`config.mk`:
```
export PLATFORM = sky130hd
export DESIGN_NAME = byte_stuffed_frame_receiver
export DESIGN_NICKNAME = d
export VERILOG_FILES = /design/src/hw/rtl/bsfr_pkg.sv /design/src/hw/rtl/byte_stuffed_frame_receiver.sv
export VERILOG_INCLUDE_DIRS = /design/src /design/src/hw/rtl
export SDC_FILE = /design/constraint.sdc
export NUM_CORES = 1
export LEC_CHECK = 0
export BUFFER_PORTS_ARGS = -buffer_cell sky130_fd_sc_hd__buf_2
export CAP_MARGIN = 20
export CORE_MARGIN = 1
export CORE_UTILIZATION = 40
export CTS_CLUSTER_DIAMETER = 200
export CTS_CLUSTER_SIZE = 8
export DETAILED_ROUTE_END_ITERATION = 8
export PLACE_DENSITY_LB_ADDON = 0.12
export SYNTH_ARGS = -nofsm -noshare
export SYNTH_HDL_FRONTEND = slang
export SYNTH_SLANG_ARGS = --single-unit
```
`constraint.sdc`:
```
create_clock -name clk_i -period 2.3 [get_ports clk_i]
set_input_delay 0.23 -clock clk_i [delete_from_list [all_inputs] [get_ports clk_i]]
set_output_delay 0.23 -clock clk_i [all_outputs]
set_load 0.02 [all_outputs]
```
`src/hw/rtl/byte_stuffed_frame_receiver_assert.svh`:
```
// ----------------------------------------------------------------------------
// Assertion macros for the byte stuffed frame receiver
// Clocked property checks that compile away when SYNTH is defined.
// ----------------------------------------------------------------------------
`ifndef BYTE_STUFFED_FRAME_RECEIVER_ASSERT_SVH
`define BYTE_STUFFED_FRAME_RECEIVER_ASSERT_SVH

`ifndef SYNTH
// Property checked on every rising clock edge while out of reset.
`define BSFR_ASSERT(label, clk, rst_n, prop) \
  label: assert property (@(posedge clk) disable iff (!(rst_n)) (prop)) \
    else $error("bsfr assertion failed");
// Property that must never hold.
`define BSFR_ASSERT_NEVER(label, clk, rst_n, cond) \
  label: assert property (@(posedge clk) disable iff (!(rst_n)) !(cond)) \
    else $error("bsfr forbidden condition");
`else
`define BSFR_ASSERT(label, clk, rst_n, prop)
`define BSFR_ASSERT_NEVER(label, clk, rst_n, cond)
`endif

`endif

```
`src/hw/rtl/bsfr_pkg.sv`:
```
// ----------------------------------------------------------------------------
// Byte stuffed frame receiver package
// Framing bytes, escape codes, event codes and deframer states.
// ----------------------------------------------------------------------------
package bsfr_pkg;

  localparam int unsigned ByteW  = 8;
  localparam int unsigned EventW = 3;

  // Line framing bytes
  localparam logic [ByteW-1:0] StartByte  = 8'hA2;
  localparam logic [ByteW-1:0] EndByte    = 8'hA3;
  localparam logic [ByteW-1:0] AbortByte  = 8'hA4;
  localparam logic [ByteW-1:0] EscapeByte = 8'hAA;

  // Codes that follow an escape
  localparam logic [ByteW-1:0] CodeStart  = 8'h02;
  localparam logic [ByteW-1:0] CodeEnd    = 8'h03;
  localparam logic [ByteW-1:0] CodeAbort  = 8'h04;
  localparam logic [ByteW-1:0] CodeEscape = 8'h0A;

  typedef enum logic [EventW-1:0] {
    EV_NONE    = 3'd0,
    EV_DATA    = 3'd1,
    EV_END     = 3'd2,
    EV_ABORT   = 3'd3,
    EV_RESTART = 3'd4,
    EV_ESCERR  = 3'd5,
    EV_START   = 3'd6
  } event_e;

  typedef enum logic [1:0] {
    ST_IDLE  = 2'd0,
    ST_FRAME = 2'd1,
    ST_ESC   = 2'd2
  } state_e;

endpackage

```
`src/hw/rtl/byte_stuffed_frame_receiver.sv`:
```
// ----------------------------------------------------------------------------
// Byte stuffed frame receiver
// Strips start/end/abort/escape framing from a raw line byte stream and
// emits one event word (with decoded payload byte) per line byte.
// ----------------------------------------------------------------------------
//  channel   dir  tdata           tuser
//  s_axis    in   raw_byte[7:0]   -
//  m_axis    out  data_byte[7:0]  event_res[2:0]
//
//  One word per cycle sustained while m_axis is not stalled; the path runs
//  through the input register, decode and the result register. Every line
//  byte gives exactly one result word. Reset returns the deframer to idle
//  and empties both registers. A stall on m_axis holds the result register;
//  the input register keeps one more word, then s_axis_tready drops.
// ----------------------------------------------------------------------------
`include "byte_stuffed_frame_receiver_assert.svh"

module byte_stuffed_frame_receiver
  import bsfr_pkg::*;
(
  input  logic              clk_i,
  input  logic              rst_ni,
  input  logic              s_axis_tvalid,
  output logic              s_axis_tready,
  input  logic [ByteW-1:0]  s_axis_tdata,   // [7:0] raw_byte
  output logic              m_axis_tvalid,
  input  logic              m_axis_tready,
  output logic [ByteW-1:0]  m_axis_tdata,   // [7:0] data_byte
  output logic [EventW-1:0] m_axis_tuser    // [2:0] event_res
);

  logic             in_valid_q;
  logic [ByteW-1:0] in_byte_q;
  logic             out_valid_q;
  event_e           ev_q;
  logic [ByteW-1:0] data_q;
  state_e           state_q, state_d;
  event_e           ev_d;
  logic [ByteW-1:0] data_d;
  logic             out_load;
  logic             in_load;

  // Result register frees when empty or being drained
  assign out_load      = in_valid_q && (!out_valid_q || m_axis_tready);
  assign s_axis_tready = !in_valid_q || out_load;
  assign in_load       = s_axis_tvalid && s_axis_tready;

  always_ff @(posedge clk_i or negedge rst_ni) begin
    if (!rst_ni) begin
      in_valid_q <= 1'b0;
    end else if (s_axis_tready) begin
      in_valid_q <= s_axis_tvalid;
    end
  end

  always_ff @(posedge clk_i) begin
    if (in_load) begin
      in_byte_q <= s_axis_tdata;
    end
  end

  // Next state
  always_comb begin
    state_d = state_q;
    unique case (state_q)
      ST_FRAME: begin
        if (in_byte_q == EndByte || in_byte_q == AbortByte) begin
          state_d = ST_IDLE;
        end else if (in_byte_q == EscapeByte) begin
          state_d = ST_ESC;
        end
      end
      ST_ESC: begin
        if (in_byte_q == CodeStart || in_byte_q == CodeEnd ||
            in_byte_q == CodeAbort || in_byte_q == CodeEscape) begin
          state_d = ST_FRAME;
        end else begin
          state_d = ST_IDLE;
        end
      end
      default: begin
        state_d = (in_byte_q == StartByte) ? ST_FRAME : ST_IDLE;
      end
    endcase
  end

  // Event and payload
  always_comb begin
    ev_d   = EV_NONE;
    data_d = '0;
    unique case (state_q)
      ST_FRAME: begin
        if (in_byte_q == StartByte) begin
          ev_d = EV_RESTART;
        end else if (in_byte_q == EndByte) begin
          ev_d = EV_END;
        end else if (in_byte_q == AbortByte) begin
          ev_d = EV_ABORT;
        end else if (in_byte_q != EscapeByte) begin
          ev_d   = EV_DATA;
          data_d = in_byte_q;
        end
      end
      ST_ESC: begin
        ev_d = EV_DATA;
        case (in_byte_q)
          CodeStart:  data_d = StartByte;
          CodeEnd:    data_d = EndByte;
          CodeAbort:  data_d = AbortByte;
          CodeEscape: data_d = EscapeByte;
          default:    ev_d   = EV_ESCERR;
        endcase
      end
      default: begin
        if (in_byte_q == StartByte) begin
          ev_d = EV_START;
        end
      end
    endcase
  end

  always_ff @(posedge clk_i or negedge rst_ni) begin
    if (!rst_ni) begin
      state_q     <= ST_IDLE;
      out_valid_q <= 1'b0;
    end else begin
      if (out_load) begin
        state_q <= state_d;
      end
      if (out_load) begin
        out_valid_q <= 1'b1;
      end else if (m_axis_tready) begin
        out_valid_q <= 1'b0;
      end
    end
  end

  always_ff @(posedge clk_i) begin
    if (out_load) begin
      ev_q   <= ev_d;
      data_q <= data_d;
    end
  end

  assign m_axis_tvalid = out_valid_q;
  assign m_axis_tdata  = data_q;
  assign m_axis_tuser  = ev_q;

  // Payload is zero unless the word carries a data byte
  `BSFR_ASSERT(a_data_zero, clk_i, rst_ni,
               (out_valid_q && ev_q != EV_DATA) |-> (data_q == '0))
  // A start or restart always leaves the deframer inside a frame
  `BSFR_ASSERT(a_start_frame, clk_i, rst_ni,
               (out_load && (ev_d == EV_START || ev_d == EV_RESTART))
               |=> (state_q == ST_FRAME))
  // Both registers full and stalled: no word may enter
  `BSFR_ASSERT_NEVER(a_no_overrun, clk_i, rst_ni,
                     in_valid_q && out_valid_q && !m_axis_tready && s_axis_tready)
  // An accepted word into a full input register must move it on
  `BSFR_ASSERT(a_in_moves, clk_i, rst_ni,
               (in_load && in_valid_q) |-> out_load)

endmodule

```
After elaboration in Yosys (flattened, before gate mapping)
Index checks and enable logic that the tools add are counted.
{"block": "totals", "ff_bits": 23, "elab_cells": 51}
{"block": "op_classes", "n_eq_ne": 12, "mux": 20, "n_reduce_logical": 13}
{"cell": "$eq 8x8->1 const B", "n": 4}
{"cell": "$mux 8", "n": 4}
{"cell": "$pmux 8 s4", "n": 1}
{"cell": "$eq 8x2->1 const B", "n": 2}
{"cell": "$pmux 8 s2", "n": 1}
{"cell": "$mux 3", "n": 3}
{"cell": "$eq 8x3->1 const B", "n": 1}
{"cell": "$eq 8x4->1 const B", "n": 1}
{"cell": "$mux 2", "n": 4}
{"cell": "$ne 8x8->1 const B", "n": 1}
{"cell": "$logic_or 1x1->1", "n": 6}
{"cell": "$pmux 3 s2", "n": 1}
{"cell": "$mux 1", "n": 5}
{"cell": "$pmux 2 s2", "n": 1}
{"cell": "$reduce_or 4->1", "n": 1}
{"cell": "$ne 3x3->1 const B", "n": 1}
{"cell": "$eq 2x1->1 const B", "n": 1}
{"cell": "$eq 2x2->1 const B", "n": 1}
{"cell": "$logic_and 1x1->1", "n": 2}
{"cell": "$logic_not 1->1", "n": 2}
{"cell": "$reduce_and 2->1", "n": 1}
{"cell": "$reduce_bool 2->1", "n": 1}

Longest topological paths before layout
Gate-level depths: netlist (run 1).
{"block": "depth", "ltp_word": 6, "depth_mapped": 6}

Least setup slack after synthesis (run 1)
Ideal clock, no wire load.
{"block": "synth_timing", "kind": "reg-to-reg", "from": "register in_byte_q[1]", "to": "register state_q[0]", "path_buffers": 1, "setup_ps": 125, "arrival_time_ps": 1321, "slack_ps": 854, "stages_incl_launch_ff": 6, "period_less_slack_ps": 1446, "t_required_ps": 2175, "path_cell_list": "edfxtp_1 nor2b_1 buf_4 a22oi_1 a21o_1 mux2_4"}
{"block": "synth_via", "elab_chain_cells": 6}
{"element": "from (decl)", "line": "byte_stuffed_frame_receiver.sv:33", "text": "logic [ByteW-1:0] in_byte_q;"}
{"element": "from (signal assigned)", "line": "byte_stuffed_frame_receiver.sv:58", "text": "in_byte_q <= s_axis_tdata;"}
{"element": "$eq 8x2->1", "line": "byte_stuffed_frame_receiver.sv:74", "text": "if (in_byte_q == CodeStart || in_byte_q == CodeEnd ||"}
{"element": "$logic_or 1x1->1 (2 in a row)", "line": "byte_stuffed_frame_receiver.sv:74"}
{"element": "$logic_or 1x1->1", "line": "byte_stuffed_frame_receiver.sv:75", "text": "in_byte_q == CodeAbort || in_byte_q == CodeEscape) begin"}
{"element": "$mux 1", "line": "byte_stuffed_frame_receiver.sv:74"}
{"element": "$pmux 2 s2", "line": "byte_stuffed_frame_receiver.sv:65", "text": "unique case (state_q)"}
{"element": "to (signal assigned)", "line": "byte_stuffed_frame_receiver.sv:128", "text": "state_q <= state_d;"}
{"element": "to (decl)", "line": "byte_stuffed_frame_receiver.sv:37", "text": "state_e state_q, state_d;"}
Several ways; a longest one is shown, not always the timed one.
A chain may end at the register's enable or synchronous reset.

Final worst setup path (run 1)
{"block": "layout_timing", "from": "register in_byte_q[2]", "to": "register data_q[3], in the netlist m_axis_tdata[3] (data pin)"}
{"block": "layout_via", "elab_chain_cells": 6}
{"element": "$ne 8x8->1", "line": "byte_stuffed_frame_receiver.sv:99", "text": "end else if (in_byte_q != EscapeByte) begin"}
{"element": "$mux 8", "line": "byte_stuffed_frame_receiver.sv:99"}
{"element": "$mux 8", "line": "byte_stuffed_frame_receiver.sv:97", "text": "end else if (in_byte_q == AbortByte) begin"}
{"element": "$mux 8", "line": "byte_stuffed_frame_receiver.sv:95", "text": "end else if (in_byte_q == EndByte) begin"}
{"element": "$mux 8", "line": "byte_stuffed_frame_receiver.sv:93", "text": "if (in_byte_q == StartByte) begin"}
{"element": "$pmux 8 s2 *", "line": "byte_stuffed_frame_receiver.sv:91", "text": "unique case (state_q)"}
{"element": "via data_d[3]", "line": "byte_stuffed_frame_receiver.sv:39", "text": "logic [ByteW-1:0] data_d;"}
{"element": "to (signal assigned)", "line": "byte_stuffed_frame_receiver.sv:141", "text": "data_q <= data_d;"}
{"element": "to (decl)", "line": "byte_stuffed_frame_receiver.sv:36", "text": "logic [ByteW-1:0] data_q;"}
The timed path passes the listed nets; every way through them passes the cells marked *.

==> results.yml, run 1 <==
run_status:
  outcome: "completed"
routing:
  drtIter0Drc: 8
  routed_vias_inst: 4.96
  wl_per_cell_um: 12.2
  drt_pass1_iterations: 4
  route.final.wire_length_mm: 1.73
  postRouteAntennaNets: 0
  post-route-drc-count: 0
  dr_total_vias: 704
timing:
  timing_worst_slew_pin_value_ps: 502
  setup_total_negative_slack_ps: 0
  report.final.hold_viol_count: 0
  fmax_ghz: 0.577
  timing.final.max_slew_violations: 0
  fin_worst_skew_ps: 2.03
  postLayoutSetupSlackWorst_ps: 567
  rsz0062_at_grt: "no"
  final.period_utilization_pct: 75.4
  layout_min_cycle_time_ps: 1730
  maxSlewHeadroom_pct: 66.5
  setup_violations: 0
global_route:
  number_of_global_route_vias_before_repair: 684
  initial_antenna_violation_count: 0
  grt.overflow.total: 0
  grt_max_degree: 14
  global_route_wire_length_before_repair_mm: 2.91
  globalRouteTotalUtil_pct: 14.3
logic_synthesis:
  syn-cell-area_um2: 1090
  yosysSeqAreaShare_pct: 61.3
  netlist-cell-type-count: 32
  nets_in_the_synthesized_netlist: 100
  postSynthRegisterBits: 23
  syn_inst: 86
  synth.avg_cell_area_um2: 12.7
  synth.yosys.warnings: 0
hold_path:
  hold_class: "in2reg"
  worst_hold_path.num_cells: 1
  min-delay-start: "s_axis_tdata[5]"
worst_setup_path:
  critPathArrivalTime_ps: 1810
  setup.worst_path.start: "in_byte_q[2]"
  worstPathMaxFanout: 7
  worst_setup_path_end_kind: "flip-flop"
  crit-reg2reg-launch: "in_byte_q[2]"
  critPathLaunchType: "flip-flop"
  path_class: "reg2reg"
  ff2ff_path_depth: 4
  cp_data_required_time_ps: 2380
layout:
  areaGrowthSynthToFinish_pct: 15.8
  mostFrequentLayoutCell: "buf_2"
  top_library_cells_by_usage_in_the_layout_fill_and_taps_aside: "24 x buf_2, 19 x edfxtp_1, 6 x inv_1"
  num_antenna_cells: 0
  drive_above_1_share_pct: 29.5
  fin_cells: 142
  finish.net_count: 127
clock_network:
  post_cts_buffers: 0
  clock-sinks: 23
  htree_levels: 1
  clk_path_buf_depth: 2
  numCtsBuffers: 3
  clkSlewWorstSetupHoldPaths_ps: 120
  tritoncts: "built"
  clock_latency_ps: 300
  root_driver: "clkbuf_4"
die:
  initial_standard_cell_utilization_of_the_core_pct: 43.4
  placement_rows: 18
  floorplan.die.width_um: 54.3
  fp.dieArea_um2: 2950
  io-pin-count: 25
  die_y_um: 54.3
  core_outline_area_um2: 2520
placement:
  port_buffers: 24
  hpwl_mm: 1.33
  dp.cells: 137
  worst_slack_at_placement_ps: 596
  gp_routability_congestion: 0.840
run:
  maxCapViolations: 0
power_and_ir_drop:
  leakage_nw: 0.523
  vdd.ir_drop.worst_v: 0.000350
  power.total_uw: 759
  power_density_of_the_placed_cells_nw_per_um2: 599
==> metrics by stage <==
stage                     area, µm²  hold slack (ps)  utilization, %
after CTS                      1270             78.7            50.2
after global placement         1230             40.2            48.8
after global routing           1270             66.5            50.2
after floorplan                1090            -65.6               -
after detailed placement       1230             42.7            48.8
final                          1270             89.1            50.2
==> timing repair <==
action / 4_1_cts / 5_1_grt
hold endpoints to repair: 4 / 0
resized for setup: 0 / 0
hold buffers: 1 / 0
==> power breakdown <==
group | leakage, nW | internal, mW | total [mW] | switching (mW)
Clock | 0.0177 | 0.0649 | 0.181 | 0.116
Combinational | 0.268 | 0.0317 | 0.0823 | 0.0506
Sequential | 0.236 | 0.478 | 0.496 | 0.0173
==> sequential cells by signal, indices dropped and copies added, names as in the netlist <==
name	flops
m_axis_tdata	8
state_q	2
in_byte_q	8
m_axis_tuser	3
in_valid_q	1
m_axis_tvalid	1
==> area by class of cell <==
cell class / count / area, µm²
clock inverters: 1 / 5.00
multi-input cells: 54 / 379
well taps: 30 / 37.5
flip-flops and latches: 23 / 671
clock buffers: 3 / 22.5
inverters: 6 / 22.5
fillers: 239 / 1250
repair buffers: 25 / 130
==> metal layers <==
layer / vias to the layer above / track usage, % / wire, µm
met4: 0 / 7.69 / 10
met3: 2 / 2.78 / 78
met1: 319 / 17.6 / 808
met5: - / 0 / 0
li1: 364 / - / -
met2: 19 / 23.6 / 829
==> kinds of logic (layout without fill, tap and decap cells) <==
group	after synthesis	after routing	share of synthesized area, %
AOI/OAI and AO/OA	20	20	13.1
xor gates and xnor gates	1	1	0.800
adders and majority gates	2	2	2.29
buffers and inverters	9	35	4.11
DFF	23	23	61.3
muxes	2	2	2.29
and+or+nand+nor	29	29	16.1
==> synthesized netlist by cell type <==
library cell | n | share of area (%)
nor3_2 | 1 | 0.91
nor2b_1 | 2 | 1.1
dfrtp_1 | 4 | 9.1
ha_1 | 2 | 2.3
and3b_1 | 1 | 0.80
a22oi_2 | 1 | 1.1
and2_1 | 4 | 2.3
mux2i_1 | 1 | 0.91
nand2_1 | 4 | 1.4
mux2_4 | 1 | 1.4
nor4_2 | 1 | 1.1
xor2_1 | 1 | 0.80
a21oi_1 | 1 | 0.46
nand3_1 | 3 | 1.4
o211ai_1 | 2 | 1.4
a22oi_1 | 1 | 0.69
nand4_1 | 2 | 1.1
edfxtp_1 | 19 | 52
buf_4 | 3 | 2.1
nor2_1 | 5 | 1.7
nand2b_1 | 3 | 1.7
o21ai_0 | 2 | 0.91
a21boi_1 | 2 | 1.4
nand3b_1 | 1 | 0.69
and4bb_2 | 1 | 1.1
nor3b_1 | 1 | 0.69
o31ai_1 | 1 | 0.69
a21o_1 | 5 | 3.4
inv_1 | 6 | 2.1
o41ai_1 | 1 | 0.80
o21a_1 | 2 | 1.4
o21ai_1 | 2 | 0.91
==> worst max-delay path: stages, from the launching register on <==
cell      delay, ps
edfxtp_1        470
nor2b_1         410
a22oi_2         190
o21a_1          250
o21a_1          190
==> worst paths after layout <==
path	to	slack, ps
max	m_axis_tdata[3]	570
min	in_byte_q[5]	90
max reg2reg	m_axis_tdata[3]	570
min reg2reg	m_axis_tvalid	530
max in group asynchronous	state_q[1]	1920
min in group asynchronous	m_axis_tvalid	260
(Power assumes the default switching activity.)
==> run 2, diff against run 1 <==
Clock period 2.3 ns to 1.5 ns, I/O delays scaled along.
==> results.yml, run 2 (same netlist as run 1, synthesis figures left out) <==
run_status:
  outcome: "completed"
power_and_ir_drop:
  leakage_nw: 0.675
  power_density_of_the_placed_cells_nw_per_um2: 786
  vdd.ir_drop.worst_v: 0.000571
worst_setup_path:
  crit_family: "compound AO/OA/AOI/OAI gates"
  crit_cells: 4
  cp_slowest_stage_delay_ps: 480
  worstPathBufferInverterCount: 0
  crit_top_cell: "o21a_1"
  critPathLaunchType: "flip-flop"
  path_class: "reg2reg"
  critPathArrivalTime_ps: 1580
  critical_path.slowest_cell: "edfxtp_1"
  setup.worst_path.start: "in_byte_q[0]"
  worst_setup_path_end_kind: "flip-flop"
  worstPathCellList: "nor3_2 -> a22oi_2 -> o21a_1 -> o21a_1"
  worstPathMaxFanout: 4
  cp_data_required_time_ps: 1580
  crit-reg2reg-launch: "in_byte_q[0]"
  critical_path.reg2reg.endpoint: "m_axis_tdata[3]"
  ff2ff_path_depth: 4
  ff2ff_setup_slack_ps: 0.01
  cp-endpoint: "m_axis_tdata[3]"
layout:
  drive_above_1_share_pct: 47.5
  regArea_um2: 671
  finish.net_count: 156
  multi_input_area_um2: 447
  top_library_cells_by_usage_in_the_layout_fill_and_taps_aside: "24 x buf_2, 20 x buf_4, 19 x edfxtp_1"
  mostFrequentLayoutCell: "buf_2"
  num_antenna_cells: 0
  fin_cells: 171
  layout.filler_cells: 195
  areaGrowthSynthToFinish_pct: 44.1
  finalCoreUtilization_pct: 62.5
clock_network:
  clock_latency_ps: 310
  clk_path_buf_depth: 2
  clkSlewWorstSetupHoldPaths_ps: 130
  htree_levels: 1
  root_driver: "clkbuf_4"
  clock-sinks: 23
  numCtsBuffers: 3
  tritoncts: "built"
global_route:
  global_route_wire_length_before_repair_mm: 3.17
  grt.overflow.total: 0
  number_of_global_route_vias_before_repair: 748
  initial_antenna_violation_count: 0
  globalRouteTotalUtil_pct: 15.3
  grt_max_degree: 14
timing:
  fin_hold_ws_ps: 11.7
  layout_min_cycle_time_ps: 1500
  final.period_utilization_pct: 100
  report.final.hold_viol_count: 0
  fmax_ghz: 0.667
  maxSlewHeadroom_pct: 78.1
  timing_worst_slew_pin_value_ps: 328
  setup_violations: 0
  rsz0062_at_grt: "yes"
  timing.final.max_slew_violations: 0
  postLayoutSetupSlackWorst_ps: 0.0112
  fin_worst_skew_ps: 4.65
routing:
  dr_total_vias: 820
  wl_per_cell_um: 11.8
  routed_vias_inst: 4.80
  drt_pass1_iterations: 4
  route.final.wire_length_mm: 2.02
  post-route-drc-count: 0
  drtIter0Drc: 18
  postRouteAntennaNets: 0
placement:
  gp_routability_congestion: 0.834
  dp.cells: 154
  worst_slack_at_placement_ps: -4.66
  hpwl_mm: 1.46
  port_buffers: 24
run:
  maxCapViolations: 0
die:
  floorplan.die.width_um: 54.3
  placement_rows: 18
  die_y_um: 54.3
  fp.dieArea_um2: 2950
  io-pin-count: 25
  initial_standard_cell_utilization_of_the_core_pct: 43.4
  core_outline_area_um2: 2520
hold_path:
  hold_class: "in2reg"
-- run 2: worst min path at each step --
stage                    startpoint      endpoint  slack [ps]  depth (start not counted)
finish              s_axis_tdata[4]  in_byte_q[4]          10                          1
floorplan                    rst_ni    in_valid_q        -150                          0
CTS                 s_axis_tdata[7]  in_byte_q[7]           6                          1
detailed placement           rst_ni    in_valid_q         -40                          1
global route        s_axis_tdata[4]  in_byte_q[4]           3                          1
global placement             rst_ni    in_valid_q         -40                          1
-- run 2: worst reg2reg max path: stages, from the launching register on --
cell      delay (ps)
edfxtp_1         480
nor3_2           270
a22oi_2          110
o21a_1           230
o21a_1           190
-- run 2: metrics by stage --
step	TNS (ps)	cell area [µm²]	total power, mW
final	0	1580	1.24
after global routing	-405	1580	1.30
after CTS	-55.2	1420	1.23
after detailed placement	-4.66	1360	0.933
after global placement	0	1360	0.932
after floorplan	0	1090	0.857
-- run 2: routing by layer --
layer	up-vias	part of all wire (%)	GRT usage, %
met1	363	48	21.0
li1	425	-	-
met2	30	47	24.0
met5	-	0	0
met3	2	4.5	3.33
met4	0	0.50	5.13
-- run 2: what timing repair did --
| item | 4_1_cts | 5_1_grt |
|---|---|---|
| hold buffers | 3 | 5 |
| endpoints found under the setup margin | 5 | 12 |
| pin swaps | 2 | 4 |
| gates resized for setup | 0 | 18 |
| buffers inserted | 1 | 4 |
| endpoints found under the hold margin | 6 | 5 |
-- run 2: power breakdown --
part,switching (mW),leakage [nW],internal [mW],total (mW)
sequential,0.0199,0.236,0.733,0.753
combinational,0.101,0.421,0.0983,0.199
clock,0.188,0.0177,0.0994,0.288
total,0.309,0.675,0.931,1.24
-- run 2: layout make-up --
type / count / share of cell area (%)
Timing Repair Buffer: 54 / 23.6
Sequential cell: 23 / 42.5
Clock inverter: 1 / 0.317
Multi-Input combinational cell: 54 / 28.3
Inverter: 6 / 1.43
Clock buffer: 3 / 1.43
Tap cell: 30 / 2.38
==> run 3, diff against run 2 <==
Settings changed: CORE_ASPECT_RATIO set to 0.9, PLACE_DENSITY set to 0.61, PLACE_DENSITY_LB_ADDON 0.12 to not set, SKIP_LAST_GASP set to 1.
==> results.yml, run 3 (same netlist as run 1, synthesis figures left out) <==
die:
  placement_rows: 17
  fp.dieArea_um2: 2950
  floorplan.die.width_um: 57.1
  initial_standard_cell_utilization_of_the_core_pct: 43.3
  io-pin-count: 25
  core_outline_area_um2: 2530
  die_y_um: 51.6
routing:
  drt_pass1_iterations: 8
  wl_per_cell_um: 12.6
  route.final.wire_length_mm: 2.13
  drtIter0Drc: 19
  routed_vias_inst: 4.92
  post-route-drc-count: 2
  postRouteAntennaNets: 0
  dr_total_vias: 832
hold_path:
  worstHoldEndpoint: "in_byte_q[6]"
  hold_class: "in2reg"
  worst_hold_path.num_cells: 1
  min-delay-start: "s_axis_tdata[6]"
power_and_ir_drop:
  power_density_of_the_placed_cells_nw_per_um2: 802
  vdd.ir_drop.worst_v: 0.000495
  leakage_nw: 0.671
clock_network:
  numCtsBuffers: 3
  tritoncts: "built"
  clock-sinks: 23
  htree_levels: 1
  clock_latency_ps: 310
  clk_path_buf_depth: 2
  root_driver: "clkbuf_4"
  clkSlewWorstSetupHoldPaths_ps: 130
timing:
  report.final.hold_viol_count: 0
  maxSlewHeadroom_pct: 78.2
  timing_worst_slew_pin_value_ps: 326
  fin_worst_skew_ps: 4.47
  rsz0062_at_grt: "yes"
  setup_violations: 5
  layout_min_cycle_time_ps: 1510
  fmax_ghz: 0.660
  timing.final.max_slew_violations: 0
  postLayoutSetupSlackWorst_ps: -14.6
  final.period_utilization_pct: 101
placement:
  gp_routability_congestion: 0.819
  hpwl_mm: 1.48
  dp.cells: 153
  worst_slack_at_placement_ps: -41.3
  port_buffers: 24
layout:
  areaGrowthSynthToFinish_pct: 41.3
  fin_cells: 169
  finalCoreUtilization_pct: 61.1
  mostFrequentLayoutCell: "buf_2"
  num_antenna_cells: 0
  top_library_cells_by_usage_in_the_layout_fill_and_taps_aside: "24 x buf_2, 22 x buf_4, 19 x edfxtp_1"
  drive_above_1_share_pct: 46.1
  finish.net_count: 156
worst_setup_path:
  cp_data_required_time_ps: 1580
  crit-reg2reg-launch: "in_byte_q[0]"
  critPathLaunchType: "flip-flop"
  crit_top_cell: "buf_4"
  ff2ff_path_depth: 6
  critical_path.slowest_cell: "edfxtp_1"
  path_class: "reg2reg"
  cp_slowest_stage_delay_ps: 490
  worstPathMaxFanout: 4
  worst_setup_path_end_kind: "flip-flop"
  critPathArrivalTime_ps: 1600
  setup.worst_path.start: "in_byte_q[0]"
  worstPathCellList: "buf_4 -> nand2_2 -> a22oi_2 -> buf_4 -> nor2_2 -> a21o_1"
  ff2ff_setup_slack_ps: -10
  critical_path.reg2reg.endpoint: "m_axis_tdata[5]"
run:
  maxCapViolations: 0
global_route:
  grt.overflow.total: 0
  globalRouteTotalUtil_pct: 15.6
  number_of_global_route_vias_before_repair: 762
  initial_antenna_violation_count: 0
  grt_max_degree: 13
  global_route_wire_length_before_repair_mm: 3.41
run_status:
  violations: "DRC, setup timing"
  outcome: "complete, but fails checks"
[run 3: cell types whose count changed in the layout (fill, tap and decap cells not counted), sizes merged]
cell,previous run,this run
clkbuf,3,4
clkinv,1,0
[run 3: routing by layer]
metal / wire [µm] / track usage, % / vias up
met5: 0 / 0 / -
met4: 30 / 7.32 / 0
met3: 68 / 3.23 / 4
met2: 990 / 25.5 / 18
met1: 1040 / 20.1 / 384
li1: - / - / 426
[run 3: worst max path at each step]
stage,endpoint,slack [ps],cells after the start
CTS,state_q[0],-10,4
global route,m_axis_tdata[5],-90,6
finish,m_axis_tdata[5],-10,6
detailed placement,m_axis_tdata[3],-40,6
global placement,state_q[0],-10,4
floorplan,state_q[0],50,5
[run 3: layout make-up]
| type | instances | area, µm² |
|---|---|---|
| Fill cell | 192 | 985 |
| Sequential cell | 23 | 671 |
| Multi-Input combinational cell | 54 | 427 |
| Timing Repair Buffer | 54 | 365 |
| Tap cell | 28 | 35.0 |
| Clock buffer | 4 | 26.3 |
| Inverter | 6 | 22.5 |
[run 3: what timing repair did]
item | in CTS | in global routing
endpoints found under the hold margin | 9 | 2
hold buffers | 6 | 2
pin swaps | 9 | 5
gates resized for setup | 5 | 8
gates cloned | 0 | 0
buffers inserted | 2 | 2
endpoints found under the setup margin | 7 | 12
[run 3: where the power goes]
group	switching [mW]	internal, mW	total [mW]
combinational	0.0993	0.0949	0.194
clock	0.189	0.104	0.293
sequential	0.0210	0.733	0.754
total	0.309	0.932	1.24
[run 3: metrics by stage]
| step | hold slack (ps) | TNS [ps] | total power, mW | area [µm²] |
|---|---|---|---|---|
| 2_1_floorplan | -146 | 0 | 0.857 | 1090 |
| 3_3_place_gp | -41.7 | -41.5 | 0.931 | 1360 |
| 3_5_place_dp | -36.6 | -119 | 0.931 | 1360 |
| 4_1_cts | 4.79 | -36.2 | 1.24 | 1490 |
| 5_1_grt | 0.903 | -577 | 1.29 | 1550 |
| 6_report | 10.7 | -47.5 | 1.24 | 1550 |
[run 3: critical path: cells and delay by family, from the launching register on]
kind / cells / cell delay (ps)
AOI/OAI and AO/OA: 2 / 370
and+or+nand+nor: 2 / 100
buffers and inverters: 2 / 320
DFF: 1 / 490
